## src/rdrl_pkg.sv

```systemverilog
`default_nettype none

package rdrl_pkg;

  localparam int unsigned StateW = 32;
  localparam int unsigned ValW   = 16;
  localparam int unsigned ProdW  = StateW + ValW;

  localparam logic [StateW-1:0] LCG_MUL  = 32'd472940017;
  localparam logic [StateW-1:0] LCG_ADD  = 32'd832416023;
  localparam logic [StateW-1:0] LCG_SEED = 32'd1601075945;

  localparam logic [ValW-1:0] RANGE_RST   = 16'd3;
  localparam logic [ValW-1:0] REPEATS_RST = 16'd2;

  // request kinds carried on s_axis_tuser
  localparam logic REQ_DRAW   = 1'b0;
  localparam logic REQ_RESEED = 1'b1;

  // configuration register indexes
  localparam logic CFG_RANGE   = 1'b0;
  localparam logic CFG_REPEATS = 1'b1;

  typedef enum logic [2:0] {
    ST_IDLE,
    ST_STEP,
    ST_ADV,
    ST_SCALE,
    ST_EVAL,
    ST_FIX,
    ST_DONE
  } fsm_e;

endpackage

`default_nettype wire

```

## src/random_draw_repeat_limited_core.sv

```systemverilog
// Repeat-limited random value source.
// Slave stream: one request per beat. s_axis_tuser selects the kind (draw or
// reseed), s_axis_tdata carries the 32-bit seed, used only on reseed.
// Master stream: one 16-bit value per draw request, in 0..range_size-1.
// Config port: cfg_we_i writes cfg_data_i to register cfg_addr_i
// (0 range_size, 1 max_repeats); write only while the block is idle.
// A reseed loads the seed straight from the idle state and gives no result.
// A draw runs on one shared 32x32 multiplier under a small sequencer:
// LCG multiply, add, scale multiply, evaluate; a repeat is replaced by a
// second draw. s_axis_tready is high only while the sequencer is idle, so
// a new request is not taken until the current draw is through. A finished
// result sits in the output register; the next request is taken while it
// waits, and that draw stalls in its last step until the output register
// is free. Reset loads the fixed seed, range 3, repeat limit 2, clears the
// repeat history and empties the output register.
`default_nettype none

module random_draw_repeat_limited_core (
  input  wire logic                      clk_i,
  input  wire logic                      rst_ni,
  // config write port
  input  wire logic                      cfg_we_i,
  input  wire logic                      cfg_addr_i,
  input  wire logic [rdrl_pkg::ValW-1:0] cfg_data_i,
  // requests
  input  wire logic                      s_axis_tvalid,
  output logic                           s_axis_tready,
  input  wire logic [31:0]               s_axis_tdata,  // [31:0] seed_value
  input  wire logic [0:0]                s_axis_tuser,  // [0] req_type
  // results
  output logic                           m_axis_tvalid,
  input  wire logic                      m_axis_tready,
  output logic [15:0]                    m_axis_tdata   // [15:0] value
);
  import rdrl_pkg::*;

  fsm_e fsm_q, fsm_d;

  logic [ValW-1:0]   range_q, repeats_q;
  logic [StateW-1:0] lcg_q, lcg_d;
  logic [ProdW-1:0]  prod_q, prod_d;
  logic [ValW-1:0]   sel_range_q, sel_range_d;
  logic [ValW-1:0]   prev_q, prev_d;
  logic [ValW-1:0]   cnt_q, cnt_d;
  logic [ValW-1:0]   f_q, f_d;
  logic              second_q, second_d;
  logic              out_valid_q, out_valid_d;
  logic [ValW-1:0]   out_val_q, out_val_d;

  logic [ValW-1:0]   n, lim, n2, draw_v;
  logic [StateW-1:0] mul_b;
  logic [63:0]       mul_full;
  logic [ValW:0]     sum;
  logic              out_free, req_acc;

  assign n        = (range_q == '0) ? ValW'(1) : range_q;
  assign lim      = (repeats_q == '0) ? ValW'(1) : repeats_q;
  assign n2       = (n == ValW'(1)) ? ValW'(1) : n - ValW'(1);
  assign draw_v   = prod_q[ProdW-1:StateW];
  assign out_free = !out_valid_q || m_axis_tready;

  assign s_axis_tready = (fsm_q == ST_IDLE);
  assign req_acc       = s_axis_tvalid && s_axis_tready;

  // shared multiplier: state times LCG constant or state times range
  assign mul_b    = (fsm_q == ST_STEP) ? LCG_MUL : StateW'(sel_range_q);
  assign mul_full = 64'(lcg_q) * 64'(mul_b);

  // modular fix-up of the replacement value, sum < 2n
  always_comb begin
    sum = 17'(draw_v) + 17'(f_q) + 17'd1;
    if (sum >= 17'(n)) begin
      sum = sum - 17'(n);
    end
  end

  // next state
  always_comb begin
    fsm_d = fsm_q;
    unique case (fsm_q)
      ST_IDLE: begin
        if (req_acc && s_axis_tuser[0] == REQ_DRAW) fsm_d = ST_STEP;
      end
      ST_STEP:  fsm_d = ST_ADV;
      ST_ADV:   fsm_d = ST_SCALE;
      ST_SCALE: fsm_d = second_q ? ST_FIX : ST_EVAL;
      ST_EVAL: begin
        if (draw_v == prev_q && cnt_q >= lim) fsm_d = ST_STEP;
        else fsm_d = ST_DONE;
      end
      ST_FIX:   fsm_d = ST_DONE;
      ST_DONE: begin
        if (out_free) fsm_d = ST_IDLE;
      end
      default:  fsm_d = ST_IDLE;
    endcase
  end

  // datapath control
  always_comb begin
    lcg_d       = lcg_q;
    prod_d      = prod_q;
    sel_range_d = sel_range_q;
    prev_d      = prev_q;
    cnt_d       = cnt_q;
    f_d         = f_q;
    second_d    = second_q;
    out_val_d   = out_val_q;
    out_valid_d = out_valid_q && !m_axis_tready;
    unique case (fsm_q)
      ST_IDLE: begin
        if (req_acc) begin
          if (s_axis_tuser[0] == REQ_RESEED) begin
            lcg_d = s_axis_tdata;
          end else begin
            sel_range_d = n;
            second_d    = 1'b0;
          end
        end
      end
      ST_STEP:  prod_d = mul_full[ProdW-1:0];
      ST_ADV:   lcg_d  = prod_q[StateW-1:0] + LCG_ADD;
      ST_SCALE: prod_d = mul_full[ProdW-1:0];
      ST_EVAL: begin
        f_d = draw_v;
        if (draw_v == prev_q) begin
          if (cnt_q >= lim) begin
            sel_range_d = n2;
            second_d    = 1'b1;
          end else begin
            cnt_d  = cnt_q + ValW'(1);
            prev_d = draw_v;
          end
        end else begin
          cnt_d  = ValW'(1);
          prev_d = draw_v;
        end
      end
      ST_FIX: begin
        f_d    = sum[ValW-1:0];
        prev_d = sum[ValW-1:0];
        cnt_d  = ValW'(1);
      end
      ST_DONE: begin
        if (out_free) begin
          out_val_d   = f_q;
          out_valid_d = 1'b1;
        end
      end
      default: ;
    endcase
  end

  always_ff @(posedge clk_i or negedge rst_ni) begin
    if (!rst_ni) begin
      fsm_q       <= ST_IDLE;
      range_q     <= RANGE_RST;
      repeats_q   <= REPEATS_RST;
      lcg_q       <= LCG_SEED;
      prev_q      <= '0;
      cnt_q       <= '0;
      second_q    <= 1'b0;
      out_valid_q <= 1'b0;
    end else begin
      fsm_q       <= fsm_d;
      lcg_q       <= lcg_d;
      prev_q      <= prev_d;
      cnt_q       <= cnt_d;
      second_q    <= second_d;
      out_valid_q <= out_valid_d;
      if (cfg_we_i) begin
        unique case (cfg_addr_i)
          CFG_RANGE:   range_q   <= cfg_data_i;
          CFG_REPEATS: repeats_q <= cfg_data_i;
          default: ;
        endcase
      end
    end
  end

  always_ff @(posedge clk_i) begin
    prod_q      <= prod_d;
    sel_range_q <= sel_range_d;
    f_q         <= f_d;
    out_val_q   <= out_val_d;
  end

  assign m_axis_tvalid = out_valid_q;
  assign m_axis_tdata  = out_val_q;

  // a delivered value always lies inside the configured range
  a_val_in_range: assert property (@(posedge clk_i) disable iff (!rst_ni)
    m_axis_tvalid |-> m_axis_tdata < n)
    else $error("result outside range");

  // a draw request keeps the sequencer busy on the next cycle
  a_draw_busy: assert property (@(posedge clk_i) disable iff (!rst_ni)
    (s_axis_tvalid && s_axis_tready && s_axis_tuser[0] == REQ_DRAW) |=> !s_axis_tready)
    else $error("draw request did not start sequencer");

  // a reseed loads the generator state
  a_reseed: assert property (@(posedge clk_i) disable iff (!rst_ni)
    (s_axis_tvalid && s_axis_tready && s_axis_tuser[0] == REQ_RESEED)
      |=> (lcg_q == $past(s_axis_tdata)))
    else $error("reseed not loaded");

  // once a value went out the repeat count is never zero
  a_cnt_nonzero: assert property (@(posedge clk_i) disable iff (!rst_ni)
    m_axis_tvalid |-> cnt_q != '0)
    else $error("repeat count zero after a result");

endmodule

`default_nettype wire
```

## config.mk

```make
export PLATFORM = sky130hd
export DESIGN_NAME = random_draw_repeat_limited_core
export DESIGN_NICKNAME = d
export VERILOG_FILES = /design/src/rdrl_pkg.sv /design/src/random_draw_repeat_limited_core.sv
export SDC_FILE = /design/constraint.sdc
export NUM_CORES = 2
export LEC_CHECK = 0
export BUFFER_PORTS_ARGS = -buffer_cell sky130_fd_sc_hd__buf_2
export CAP_MARGIN = 15
export CORE_MARGIN = 2
export CORE_UTILIZATION = 40
export DETAILED_ROUTE_END_ITERATION = 10
export PLACE_DENSITY = 0.67
export SLEW_MARGIN = 20
export SYNTH_ARGS = -nofsm -noshare
export SYNTH_HDL_FRONTEND = slang
export SYNTH_SLANG_ARGS = --single-unit
```

## constraint.sdc

```tcl
create_clock -name clk_i -period 23.8 [get_ports clk_i]
set_input_delay 1.19 -clock clk_i [delete_from_list [all_inputs] [get_ports clk_i]]
set_output_delay 1.19 -clock clk_i [all_outputs]
set_load 0.01 [all_outputs]
```

---- Word level (Yosys, flattened, before mapping) ----
Index checks and enable logic that the tools add are counted.
Widths: inputs -> output; s select.
word-level totals
  output and inout port bits .............. 18
  bits in latches ......................... 0
  memories ................................ 0
  ROM bits ................................ 0
  bits of input ports ..................... 55
  bits in registers ....................... 197
  bits in writable memories ............... 0
cells by class
  reductions and logical operators ........ 21
  bitwise operators ....................... 2
  equal/unequal tests ..................... 16
  add/subtract/negate cells ............... 6
  order comparisons ....................... 2
  div/mod/pow operators ................... 0
  muxes and demuxes ....................... 32
  multiply operators ...................... 1
  shift operators ......................... 0
operators by type and width
  kind                    number
  $mux 16                 12
  $pmux 16 s2             4
  $mux 32                 2
  $pmux 32 s2             1
  $mul 32x29->48          1
  $add 32x30->32 const B  1
  $logic_not 16->1        2
  $mux 29                 1
  $pmux 3 s7              1
  $add 16x16->17          1
  $add 17x1->17 const B   1
  $ge 17x16->1            1
  $add 16x1->16 const B   1
  $eq 16x1->1 const B     1
  $eq 16x16->1            1
  $ge 16x16->1            1
  $sub 16x1->16 const B   1
  $sub 16x16->16          1
  $reduce_and 2->1        5
  $eq 3x3->1 const B      3
  $mux 3                  3
  $ne 2x2->1 const B      4
  $mux 1                  7
  $eq 3x2->1 const B      2
  other kinds (13)        22

---- Logic depth before layout (Yosys ltp) ----
  depth after elaboration ................. 7
  gate-level depth with buffers ........... 33
  mapped depth without buffers ............ 30

---- Worst setup path before layout ----
Ideal clock, no wire load.
  kind .................................... register to register
  start point ............................. register fsm_q[2]
  end point ............................... register prod_q[47], data pin
  buffers on the path ..................... 3
  cell stages (with the launch flop) ...... 30
  arrival time ............................ 7.592 ns
  period minus slack after synthesis ...... 7.856 ns
  setup slack ............................. 15.944 ns
  data required time ...................... 23.536 ns
  library setup time ...................... 0.264 ns
  cells stage by stage .................... dfrtp_1 > or3_1 > clkbuf_1 > clkbuf_1 > clkbuf_1 > and3_1 > fa_1 > fa_1 > fa_1 > inv_1 > fa_1 > inv_1 > fa_1 > inv_1 > fa_1 > inv_1 > fa_1 > inv_1 > fa_1 > inv_1 > ha_1 > nand4_1 > nor3_1 > a221oi_1 > o221ai_1 > a21oi_1 > o221a_2 > o21ai_1 > a221oi_1 > xnor2_1
between the ends
  longest elaborated chain between the ends .. 3
ends and longest elaborated chain
  what                      RTL line                                RTL
  start: declaration        random_draw_repeat_limited_core.sv:37   fsm_e fsm_q, fsm_d;
  start signal: assignment  random_draw_repeat_limited_core.sv:165  fsm_q <= fsm_d;
  $eq 3x1->1                random_draw_repeat_limited_core.sv:66   assign mul_b = (fsm_q == ST_STEP) ? LCG_MUL : StateW'(sel_range_q);
  $mux 29                   random_draw_repeat_limited_core.sv:66
  $mul 32x29->48            random_draw_repeat_limited_core.sv:67   assign mul_full = 64'(lcg_q) * 64'(mul_b);
  via mul_full[47]          random_draw_repeat_limited_core.sv:52   logic [63:0] mul_full;
  end signal: assignment    random_draw_repeat_limited_core.sv:182  prod_q <= prod_d;
  end: declaration          random_draw_repeat_limited_core.sv:41   logic [ProdW-1:0] prod_q, prod_d;
The timed path passes the listed nets, and every way through them passes these cells.
A chain may end at the register's enable or synchronous reset.

---- Final worst setup path ----
  start point ............................. register fsm_q[0]
  end point ............................... register prod_q[47], data pin
Same word-level chain as after synthesis.

==> summary.txt <==
Setup path
  • Critical Path Max Stage Delay: 0.61 ns
  • CP arrival: 9.57 ns
  • CP required: 23.99 ns
  • Worst path most repeated cell: fa_1
  • WS Path Type: reg2reg
  • Worst-path fanout max: 41
  • CP startpoint kind: flop
  • R2R cell count: 29
  • Crit end category: flop
  • Crit-path slowest cell: or2_2

Floorplanning
  • DIE AREA: 83200 um2
  • Row cnt: 104
  • Die Y: 289 um
  • Die W: 289 um
  • Top Ports: 73
  • Core area: 80300 um2
  • Initial Utilization: 0.403

Layout
  • Post-Layout Inst Area: 34400 um2
  • Non-Filler Instances: 4482
  • Filler cell count: 7788
  • Area Overhead vs Synth: 6.18%
  • Core Util, Final: 0.428
  • Ratio of cells with drive above 1 in the final layout: 0.0629
  • Layout net count: 4327

Clock tree
  • Hold Buf Count CTS: 0
  • Worst skew pair latency: 0.45 ns
  • Reg clk slew, reported paths: 0.07 ns
  • Post-CTS setup buffers: 0
  • CTS tree: built
  • Htree depth: 4
  • CTS Buffer Depth: 2
  • CTS root buffer: clkbuf_16
  • Post-cts resize count: 0
  • Clock sinks: 197
  • TritonCTS Buffers: 17

Timing
  • Slew headroom: 0.300
  • Worst Tran Pin Value: 1.05 ns
  • Tmin final: 9.38 ns
  • F_max: 0.107 GHz
  • Crit share post-route: 0.394
  • Final Slew Violations: 0
  • Setup tns final: 0 ns
  • Clock skew: 0.0142 ns
  • Endpoints failing setup: 0
  • RSZ-0062 raised after global routing: no
  • Final Hold Viols: 0

Global routing
  • Vias in the first global route: 24431
  • GRT Overall Usage: 0.214
  • Most used routing layer: met2
  • GR Util met3: 0.0243
  • Largest net degree at the start of global routing: 66
  • Routing usage on met1: 0.300
  • Grt total ovfl: 0
  • M2 GR Usage: 0.350
  • First-pass GRT wire length: 138000 um
  • Initial antenna violation count: 2

Placement
  • DP HPWL: 67500 um
  • DP Cell Count: 4448
  • RD Place Congestion: 0.909
  • Placed inst area: 33700 um2
  • # port buffers: 72

Synthesis
  • Synth area leader: fa_1
  • Post-synth EDFFs: 96
  • Post-synthesis cell count: 3431
  • #FFs+latches synth: 197
  • Async SR Flop Fraction: 0.513
  • Post-synthesis cell type count: 74
  • Synth warnings: 0
  • Synthesized area per cell: 9.44 um2
  • Ys flop type: edfxtp_1
  • Post-Syn Nets: 4351
  • Synth top area cells: fa_1 32%, ha_1 13%, edfxtp_1 8.9%, inv_1 8.3%, dfrtp_1 6.0%
  • Synthesized cell area: 32400 um2
  • Synth top area share: 0.325
  • Post-synthesis sequential area ratio: 0.168

Run status
  • Status: completed

Hold path
  • Worst Hold Class: reg2reg
  • Worst Hold Depth: 0

Drt
  • DRT antenna net count: 0
  • Vias per std cell: 5.23
  • Iter 0 DRT Violations: 1705
  • Via count: 23431
  • Per-cell routed wire length: 19.0 um
  • Routed Wire Length: 85200 um
  • Drc violations: 0
  • First-pass iteration count of the detailed router: 5

Run
  • Max Cap Violations: 0
[Yosys cell counts (all sizes together), types with 5 or more instances]
cell type and n:
nor2 106, a21oi 101, o21ai 115, o31ai 8
o2111ai 5, and3 100, xnor2 101, ha 340
or2 15, o22ai 15, mux2i 15, nand4 24
a31oi 7, fa 525, nand3 33, dfstp 24
clkbuf 132, nand2b 14, inv 720, o211ai 12
mux2 29, a221oi 5, edfxtp 96, a21o 28
nor4 15, nor3 17, o21bai 11, and2 234
or3 23, o21a 19, nand2 314, a211oi 11
dfrtp 77, nor2b 45, xor2 42, buf 6
[cell usage in the layout (no fill, tap or decap), types with 14 or more instances in the layout]
cell	n
inv_1	720
fa_1	525
ha_1	340
nand2_1	314
and2_1	233
nor2_1	103
a21oi_1	101
xnor2_1	101
and3_1	100
edfxtp_1	96
o21ai_0	89
dfrtp_1	77
buf_2	71
nor2b_1	42
xor2_1	42
nand3_1	33
mux2_2	29
a21o_1	28
o21ai_1	26
nand4_1	24
buf_4	24
dfstp_2	24
or3_1	22
o21a_1	19
clkbuf_16	17
or2_2	15
nor3_1	15
mux2i_1	15
nor4_1	14
o22ai_1	14
[sequential cells by signal (all words and copies together) (netlist names), 16 cells and up]
name and cells:
cnt_q 16, f_q 16, lcg_q 32, m_axis_tdata 16, prev_q 16, prod_q 48, range_q 16, repeats_q 16
sel_range_q 16
[worst paths after layout]
path | start | endpoint | slack [ns]
setup reg to reg | fsm_q[0]$_DFFE_PN0P_ | prod_q[47]$_DFFE_PP_ | 14.42
max in group asynchronous | rst_ni | lcg_q[23]$_DFFE_PN0P_ | 21.82
hold / removal | f_q[10]$_DFFE_PP_ | m_axis_tdata[10]$_DFFE_PP_ | 0.46
setup / recovery | fsm_q[0]$_DFFE_PN0P_ | prod_q[47]$_DFFE_PP_ | 14.42
hold reg to reg | f_q[10]$_DFFE_PP_ | m_axis_tdata[10]$_DFFE_PP_ | 0.46
min in group asynchronous | rst_ni | cnt_q[13]$_DFFE_PN0P_ | 0.77
[cell type report]
cell class / count / area [um2] / area share
clock inverter: 14 / 193 / 0.00560
clock buffer: 18 / 439 / 0.0128
tap: 1060 / 1330 / 0.0386
antenna: 2 / 5.00 / 0.000146
multi-input combinational: 2376 / 23700 / 0.691
timing repair buffer: 95 / 536 / 0.0156
sequential: 197 / 5440 / 0.158
inverter: 720 / 2700 / 0.0786
[per-layer routing]
metal	share of wire	wire length [um]
met1	0.44	37700
met5	0	0
met2	0.48	40500
met3	0.055	4670
met4	0.028	2380
[kinds of logic (layout without fill, tap and decap cells)]
logic type	Yosys count	count (layout)	share of synthesized area
compound gates	377	377	0.0726
xor+xnor	143	143	0.0387
fa+ha+maj	865	865	0.456
buf+inv	858	847	0.100
flops	197	197	0.168
mux	44	44	0.0147
other cells	0	2	0
simple gates	947	947	0.150
[through the flow]
stage | setup WS [ns] | hold WS (ns)
2_1_floorplan | 15.94 | 0.426
3_3_place_gp | 14.75 | 0.460
3_5_place_dp | 14.56 | 0.453
4_1_cts | 14.46 | 0.468
5_1_grt | 13.85 | 0.485
6_report | 14.42 | 0.465
[critical path, delay by kind of cell, from the launching register on]
family | cells | cell delay (ns)
simple gates | 5 | 1.53
buf+inv | 8 | 0.99
xor+xnor | 1 | 0.14
compound gates | 6 | 1.58
fa+ha+maj | 9 | 4.30
flops | 1 | 0.52
Power is left out: the tool's default activity adds up to more than one toggle a clock period on the data nets, which glitch-free logic cannot reach.
